### src/hdl/bb3_pkg.sv
package bb3_pkg;

    localparam int DEF_MAX_WIDTH   = 1024;
    localparam int DEF_MAX_HEIGHT  = 1024;
    localparam int DEF_IMAGE_SIZE  = 1024;
    localparam int DEF_LINE_ADDR_W = 12;

    localparam int PIX_W      = 8;
    localparam int NUM_CH     = 3;
    localparam int DATA_W     = PIX_W * NUM_CH;
    localparam int CFG_DATA_W = 11;
    localparam int CFG_IDX_W  = 1;

    localparam int SUM_W       = 12;
    localparam int NUM_W       = SUM_W + 1;
    localparam int CNT_W       = 4;
    localparam int RECIP_W     = 17;
    localparam int RECIP_SHIFT = 17;
    localparam int PROD_W      = NUM_W + RECIP_W;

    localparam logic [CFG_IDX_W-1:0] REG_IMAGE_WIDTH  = 1'b0;
    localparam logic [CFG_IDX_W-1:0] REG_IMAGE_HEIGHT = 1'b1;

    localparam logic OP_PUSH = 1'b0;

    typedef enum logic [2:0] {
        ST_IDLE,
        ST_CHECK,
        ST_READ,
        ST_WAIT,
        ST_SUM,
        ST_MUL,
        ST_OUT
    } t_state;

    // index 0 above or left, 1 centre, 2 below or right
    typedef struct packed {
        logic [2:0] row_vld;
        logic [2:0] col_vld;
    } t_win_mask;

    typedef struct packed {
        logic       shift;
        logic       load;
        logic [1:0] load_row;
        logic       load_col2;
        logic       sum_en;
        logic       mul_en;
    } t_win_ctrl;

    // ceil(2^17 / (2n)) for each neighbour count
    function automatic logic [RECIP_W-1:0] recip(input logic [CNT_W-1:0] n);
        logic [RECIP_W-1:0] k;
        case (n)
            4'd1:    k = 17'd65536;
            4'd2:    k = 17'd32768;
            4'd3:    k = 17'd21846;
            4'd4:    k = 17'd16384;
            4'd6:    k = 17'd10923;
            4'd9:    k = 17'd7282;
            default: k = '0;
        endcase
        return k;
    endfunction

endpackage

### src/hdl/bb3_win_mean.sv
module bb3_win_mean (
    input  logic                       i_clk,
    input  bb3_pkg::t_win_ctrl         i_ctrl,
    input  bb3_pkg::t_win_mask         i_mask,
    input  logic [bb3_pkg::DATA_W-1:0] i_rd_data,
    output logic [bb3_pkg::DATA_W-1:0] o_mean
);
    import bb3_pkg::*;

    logic [DATA_W-1:0]  r_win [3][3];
    logic [SUM_W-1:0]   n_sum [NUM_CH];
    logic [SUM_W-1:0]   r_sum [NUM_CH];
    logic [CNT_W-1:0]   n_cnt;
    logic [CNT_W-1:0]   r_cnt;
    logic [1:0]         rows_cnt;
    logic [1:0]         cols_cnt;
    logic [RECIP_W-1:0] recip_k;
    logic [NUM_W-1:0]   num   [NUM_CH];
    logic [PROD_W-1:0]  prod  [NUM_CH];
    logic [PIX_W-1:0]   n_q   [NUM_CH];
    logic [PIX_W-1:0]   r_q   [NUM_CH];

    // window columns: shift left on a step along the row, fill from line memory
    always_ff @(posedge i_clk) begin
        if (i_ctrl.shift) begin
            for (int i = 0; i < 3; i++) begin
                r_win[i][0] <= r_win[i][1];
                r_win[i][1] <= r_win[i][2];
            end
        end else if (i_ctrl.load) begin
            if (i_ctrl.load_col2) begin
                r_win[i_ctrl.load_row][2] <= i_rd_data;
            end else begin
                r_win[i_ctrl.load_row][1] <= i_rd_data;
            end
        end
    end

    always_comb begin
        for (int c = 0; c < NUM_CH; c++) begin
            n_sum[c] = '0;
            for (int i = 0; i < 3; i++) begin
                for (int j = 0; j < 3; j++) begin
                    if (i_mask.row_vld[i] && i_mask.col_vld[j]) begin
                        n_sum[c] = n_sum[c] + SUM_W'(r_win[i][j][c*PIX_W +: PIX_W]);
                    end
                end
            end
        end
        rows_cnt = 2'(i_mask.row_vld[0]) + 2'(i_mask.row_vld[1]) + 2'(i_mask.row_vld[2]);
        cols_cnt = 2'(i_mask.col_vld[0]) + 2'(i_mask.col_vld[1]) + 2'(i_mask.col_vld[2]);
        n_cnt    = {2'b00, rows_cnt} * {2'b00, cols_cnt};
    end

    always_ff @(posedge i_clk) begin
        if (i_ctrl.sum_en) begin
            r_sum <= n_sum;
            r_cnt <= n_cnt;
        end
    end

    // rounded mean (2s + n) / 2n by reciprocal multiply
    always_comb begin
        recip_k = recip(r_cnt);
        for (int c = 0; c < NUM_CH; c++) begin
            num[c]  = {r_sum[c], 1'b0} + NUM_W'(r_cnt);
            prod[c] = PROD_W'(num[c]) * PROD_W'(recip_k);
            n_q[c]  = prod[c][RECIP_SHIFT +: PIX_W];
        end
    end

    always_ff @(posedge i_clk) begin
        if (i_ctrl.mul_en) begin
            r_q <= n_q;
        end
    end

    assign o_mean = {r_q[2], r_q[1], r_q[0]};

endmodule

### config.mk
export PLATFORM = sky130hd
export DESIGN_NAME = bb3_win_mean
export DESIGN_NICKNAME = d
export VERILOG_FILES = /design/src/hdl/bb3_pkg.sv /design/src/hdl/bb3_win_mean.sv
export SDC_FILE = /design/constraint.sdc
export NUM_CORES = 2
export LEC_CHECK = 0
export BUFFER_PORTS_ARGS = -buffer_cell sky130_fd_sc_hd__buf_2
export CORE_MARGIN = 5
export CORE_UTILIZATION = 55
export CTS_CLUSTER_SIZE = 20
export DETAILED_ROUTE_END_ITERATION = 10
export PLACE_DENSITY = 0.81
export RECOVER_POWER = 50
export SYNTH_ARGS = -nofsm -noshare
export SYNTH_HDL_FRONTEND = slang
export SYNTH_SLANG_ARGS = --single-unit
export TNS_END_PERCENT = 1
### constraint.sdc
create_clock -name i_clk -period 13.1 [get_ports i_clk]
set_clock_uncertainty 0.05 [all_clocks]
set_input_delay 0.655 -clock i_clk [delete_from_list [all_inputs] [get_ports i_clk]]
set_output_delay 0.655 -clock i_clk [all_outputs]
set_load 0.005 [all_outputs]
==> Yosys cells after proc, flatten, opt, wreduce, memory -nomap -nowiden <==
Memory sizes are Yosys's and may differ from the RTL's.
Cells that the tools add are included.
W data, S select, Z words.
{ "word_totals": {"in_bits": 38, "mem_count": 1, "out_inout_bits": 24, "ramBits": 216, "reg_bits": 64} }
{ "memory_table": {"columns": ["memory", "words", "word_bits", "rd", "rd_clocked_by_memory_dff", "wr", "line", "source"], "rows": [
  ["r_win", 3, 72, 3, 0, 3, "bb3_win_mean.sv:10", "logic [DATA_W-1:0] r_win [3][3];"]
]} }
{ "classes": {"eq_ne": 6, "mul": 4, "reduce_logical": 10, "mux": 41, "addsub": 31} }
{ "ops": {"columns": ["op", "count"], "rows": [
  ["$add A12 B8 Y12", 24],
  ["$mux W12", 24],
  ["$pmux W17 S6", 1],
  ["$mul A13 B17 Y25", 3],
  ["$mux W72", 1],
  ["$reduce_or A72 Y1", 1],
  ["$add A13 B4 Y13", 3],
  ["$mux W8", 3],
  ["$mux W1", 10],
  ["$logic_and A1 B1 Y1", 9],
  ["$eq A4 B2 Y1 const B", 2],
  ["$eq A4 B3 Y1 const B", 2],
  ["$add A1 B1 Y2", 2],
  ["$add A2 B1 Y2", 2],
  ["$eq A4 B1 Y1 const B", 1],
  ["$eq A4 B4 Y1 const B", 1],
  ["$mul A2 B2 Y4", 1],
  ["$mux W3", 1],
  ["$mux W2", 1]
]} }

==> Longest topological paths before layout <==
{ "logic_depth": {"depth_word": 18, "mapped_depth": 55} }

==> Worst setup path before layout <==
No wires, ideal clock.
{ "synth_path": {"path_kind": "input -> register", "startpoint": "input port i_mask[0] in the netlist's numbering", "endpoint": "register r_sum[23] in the netlist's numbering (data pin)", "required_time_ns": 12.787, "path_slack_ns": 3.178, "stages": 51, "setup_ns": 0.263, "t_arrival_ns": 9.608, "cell_sequence": "clkbuf_1 -> clkbuf_1 -> clkbuf_1 -> and3_1 -> ha_1 -> inv_1 -> fa_1 -> nor2b_1 -> a21oi_1 -> nor2_1 -> fa_1 -> a21o_1 -> a21oi_1 -> xnor2_1 -> mux2_2 -> ha_1 -> o21a_1 -> o31ai_1 -> [... 15 more ...] -> or2_2 -> o211ai_1 -> o21ai_0 -> ha_1 -> inv_1 -> o21bai_1 -> a21oi_1 -> xnor2_1 -> mux2_2 -> ha_1 -> and2_1 -> o21ai_0 -> o21ai_0 -> and3_1 -> o2bb2a_1 -> or3_1 -> a21oi_1 -> o32ai_1"} }
{ "synth_lines": {"columns": ["item", "line", "source"], "rows": [
  ["start: declaration", "bb3_win_mean.sv:4", "input bb3_pkg::t_win_mask i_mask,"],
  ["end signal: assignment", "bb3_win_mean.sv:57", "r_sum <= n_sum;"],
  ["end: declaration", "bb3_win_mean.sv:12", "logic [SUM_W-1:0] r_sum [NUM_CH];"]
]} }

==> impl_metrics.csv <==
group,metric,value,unit
logic_synthesis,most_numerous_cell_in_the_yosys_netlist,"sky130_fd_sc_hd__inv_1",
logic_synthesis,synth_cell_types,104,
sta,tightest_slew,3.66,ns
logic_synthesis,synth_common_cells,"sky130_fd_sc_hd__inv_1 (637), sky130_fd_sc_hd__fa_1 (443), sky130_fd_sc_hd__ha_1 (356), sky130_fd_sc_hd__nor2_1 (290), sky130_fd_sc_hd__edfxtp_1 (280)",
global_route,grt_remaining_overflow,0,
sta,grt_setup_unrepaired,"false",
die,die_width,266,µm
routing,count_of_routing_violations_after_the_opening_detailed_route_iteration,2166,
clock_network,clock_insertion_delay_worst_skew,0.56,ns
logic_synthesis,yosysWarningCount,0,
clock_network,post_cts_buffers,0,
pwr,p_leak,17.7,nW
layout,area_delta_synth_final,7.00,%
placement,buffer_ports.inserted,61,
routing,via_count,27100,
hold_path,worstHoldStart,"r_win[1][24]",
die,design.portCount,62,
logic_synthesis,yosys_most_used_dff,"sky130_fd_sc_hd__edfxtp_1",
pwr,share_of_total_power_in_the_clock_network,20.7,%
logic_synthesis,synth.top_cells.by_area,"sky130_fd_sc_hd__fa_1 (25%), sky130_fd_sc_hd__edfxtp_1 (23%), sky130_fd_sc_hd__ha_1 (12%)",
logic_synthesis,postSynthCellCount,3715,
critical_path,critPathArrivalTime,10.44,ns
clock_network,cts_resized,0,
global_route,grt_usage,26.1,%
sta,max_slew_violation_count,128,
placement,postPlaceCellArea,37400,µm²
logic_synthesis,share_of_flip_flops_with_an_asynchronous_set_or_reset_after_synthesis,0,%
routing,routed_wirelength,91800,µm
die,core_area,64700,µm²
logic_synthesis,synth.cell_area,36100,µm²
clock_network,clock_path_buffers,3,
hold_path,min_path_type,"flop to flop",
routing,drt-pass1-iter-count,5,
logic_synthesis,synth_top_cell_by_area,"sky130_fd_sc_hd__fa_1",
hold_path,min_to,"r_win[1][48]",
pwr,internal_power,3.01,mW
global_route,maximum_number_of_pins_on_one_net_before_global_route_repair,63,
critical_path,worst-r2r-cell-count,49,
die,die-area,70800,µm²
die,die_h,266,µm
sta,timing.final.crit_period,10.21,ns
critical_path,worstSetupStartpointType,"input port",
layout,nFillCells,5317,
hold_path,min_path_cells,0,
global_route,grt_pass1_wl,148000,µm
flow_run,cap_violations,3,
critical_path,timing.critical_path.buf_inv,3,
pwr,p_sw,2.17,mW
pwr,switching_share,41.8,%
critical_path,required_time_of_the_worst_setup_path,13.33,ns
logic_synthesis,ys_ff_latch,280,
clock_network,htree_levels,2,
routing,detail_route.wl_per_cell,19.7,µm
critical_path,crit_fanout,34,
clock_network,clock_tree_from_tritoncts,"done",
status,violations_in_the_final_reports,"capacitance limit, slew limit",
sta,maxSlewHeadroom,-144,%
pwr,power_frac_seq,23.1,%
clock_network,cts-root-buf,"sky130_fd_sc_hd__clkbuf_16",
critical_path,timing.reg2reg.setup_slack,3.21,ns
routing,detail-route-antenna-nets,0,
critical_path,crit_family,"compound AO/OA/AOI/OAI gates",
clock_network,cts_sinks,280,
pwr,powerDensity,134,nW/µm²
logic_synthesis,synth-edff-count,280,
global_route,grt_antenna_before_repair,5,
routing,avgViaCountPerCell,5.82,
clock_network,clk_pin_slew,0.06,ns
critical_path,max_stage_delay,0.51,ns
clock_network,tritoncts.num_buffers,34,
layout,stdcell_area,38600,µm²
sta,finalHoldViolCount,0,
sta,setup_viol_count_final,0,
critical_path,regToRegStartpoint,"r_win[0][56]",
critical_path,critPathCaptureType,"flop",
sta,max_freq,97.9,MHz
status,status,"finished with violations",
critical_path,worstSetupPathType,"input port to flop",
logic_synthesis,yosys.area.top_type_share,24.6,%
die,initial_core_util,55.7,%
critical_path,critical-path-slowest-cell,"sky130_fd_sc_hd__fa_1",
sta,setup-tns-final,0,ns
sta,final_min_period_over_clock_period,78.0,%
logic_synthesis,syn_avg_cell_area,9.71,µm²
routing,residual_drc_count,0,
critical_path,critical_path.most_common_cell,"sky130_fd_sc_hd__ha_1",
placement,place_hpwl,72900,µm
critical_path,r2r-end,"r_sum[23]",
pwr,combinationalPowerShare,56.2,%
layout,layout.nets,4603,
pwr,ir_worst_vdd,0.121,mV
logic_synthesis,synth.yosys.seq_area_share,23.3,%
clock_network,ctsHoldBuffers,0,
layout,drive_gt1_share,6.09,%
die,rows,93,
placement,final_gp_congestion,0.953,
global_route,number_of_global_route_vias_before_repair,28000,
-- through the flow --
stage	worst slack [ns]	instances	util, %	total power, mW	hold WS (ns)
floorplan	3.18	3725	-	3.38	0.381
global placement	2.84	4585	57.8	3.96	0.386
detailed placement	2.59	4585	57.8	4.09	0.393
CTS	3.02	4646	59.7	5.19	0.344
global route	2.19	4648	59.6	5.67	0.412
finish	2.89	4648	59.6	5.18	0.401
-- cells in the final DEF, fill, tap and decap left out, drive strengths merged, types with 9 or more instances in the layout --
master	synthesis	routed
a211oi	41	41
a21boi	9	9
a21o	70	70
a21oi	197	197
a31oi	14	14
and2	59	59
and3	37	37
buf	11	85
bufinv	0	9
clkbuf	77	46
clkinv	1	11
conb	2	12
edfxtp	280	280
fa	443	443
ha	356	356
inv	637	640
mux2	45	45
mux2i	19	19
nand2	273	273
nand2b	36	36
nand3	23	23
nand3b	9	9
nand4	10	10
nor2	291	291
nor2b	54	54
nor3	35	35
o211ai	16	16
o21a	48	48
o21ai	213	213
o21bai	31	31
o31a	12	12
o31ai	21	21
or2	15	15
or3	13	13
xnor2	150	150
xor2	59	59
-- sequential cells by signal (all words and copies together) (netlist names) --
register / flops
r_sum: 36
o_mean: 24
r_cnt: 4
r_win: 216
-- power by group through the flow --
stage                     registers (mW)  logic (mW)  clock network [mW]
after floorplan                     1.19        2.19                   0
after global placement              1.21        2.75                   0
after detailed placement            1.21        2.87                   0
after CTS                           1.20        2.91                1.08
after global routing                1.21        3.34                1.12
final                               1.20        2.91                1.07
-- cell families (layout without fill, tap and decap cells) --
logic type                 Yosys count  in the layout  synth area share (%)
and+or+nand+nor                    886            886                  11.5
adders and majority gates          800            800                  37.0
AOI/OAI and AO/OA                  746            746                  13.2
buffers and inverters              726            792                  7.64
DFF                                280            280                  23.3
xor gates and xnor gates           211            211                  5.36
muxes                               64             64                  1.93
other                                2             14                0.0208
-- layer usage --
metal / up-vias / share of wire (%) / global-route usage (%)
li1: 12500 / - / -
met1: 13300 / 40 / 34.0
met2: 1097 / 48 / 44.3
met3: 235 / 7.9 / 4.24
met4: 0 / 4.2 / 9.84
met5: - / 0 / 0
-- how the worst max path moves through the flow --
stage / to / slack, ns / cells past startpoint / startpoint
2_1_floorplan: r_sum[23] / 3.18 / 51 / i_mask[0]
3_3_place_gp: r_sum[23] / 2.84 / 49 / i_mask[0]
3_5_place_dp: r_sum[23] / 2.59 / 49 / i_mask[0]
4_1_cts: r_sum[23] / 3.02 / 49 / i_mask[0]
5_1_grt: r_sum[23] / 2.19 / 50 / i_mask[0]
6_report: r_sum[23] / 2.89 / 50 / i_mask[0]
-- area by class of cell --
cell class                 instances  area, µm²  share of cell area, %
clock buffer                      38        866                   2.24
multi-input combinational       2719      24900                   64.6
inverter                         638       2390                   6.21
clock inverter                    23        379                  0.983
timing repair buffer              93        523                   1.36
sequential                       280       8410                   21.8
tap                              855       1070                   2.77
antenna                            2       5.00                 0.0130
Power figures use the tool's default switching activity.
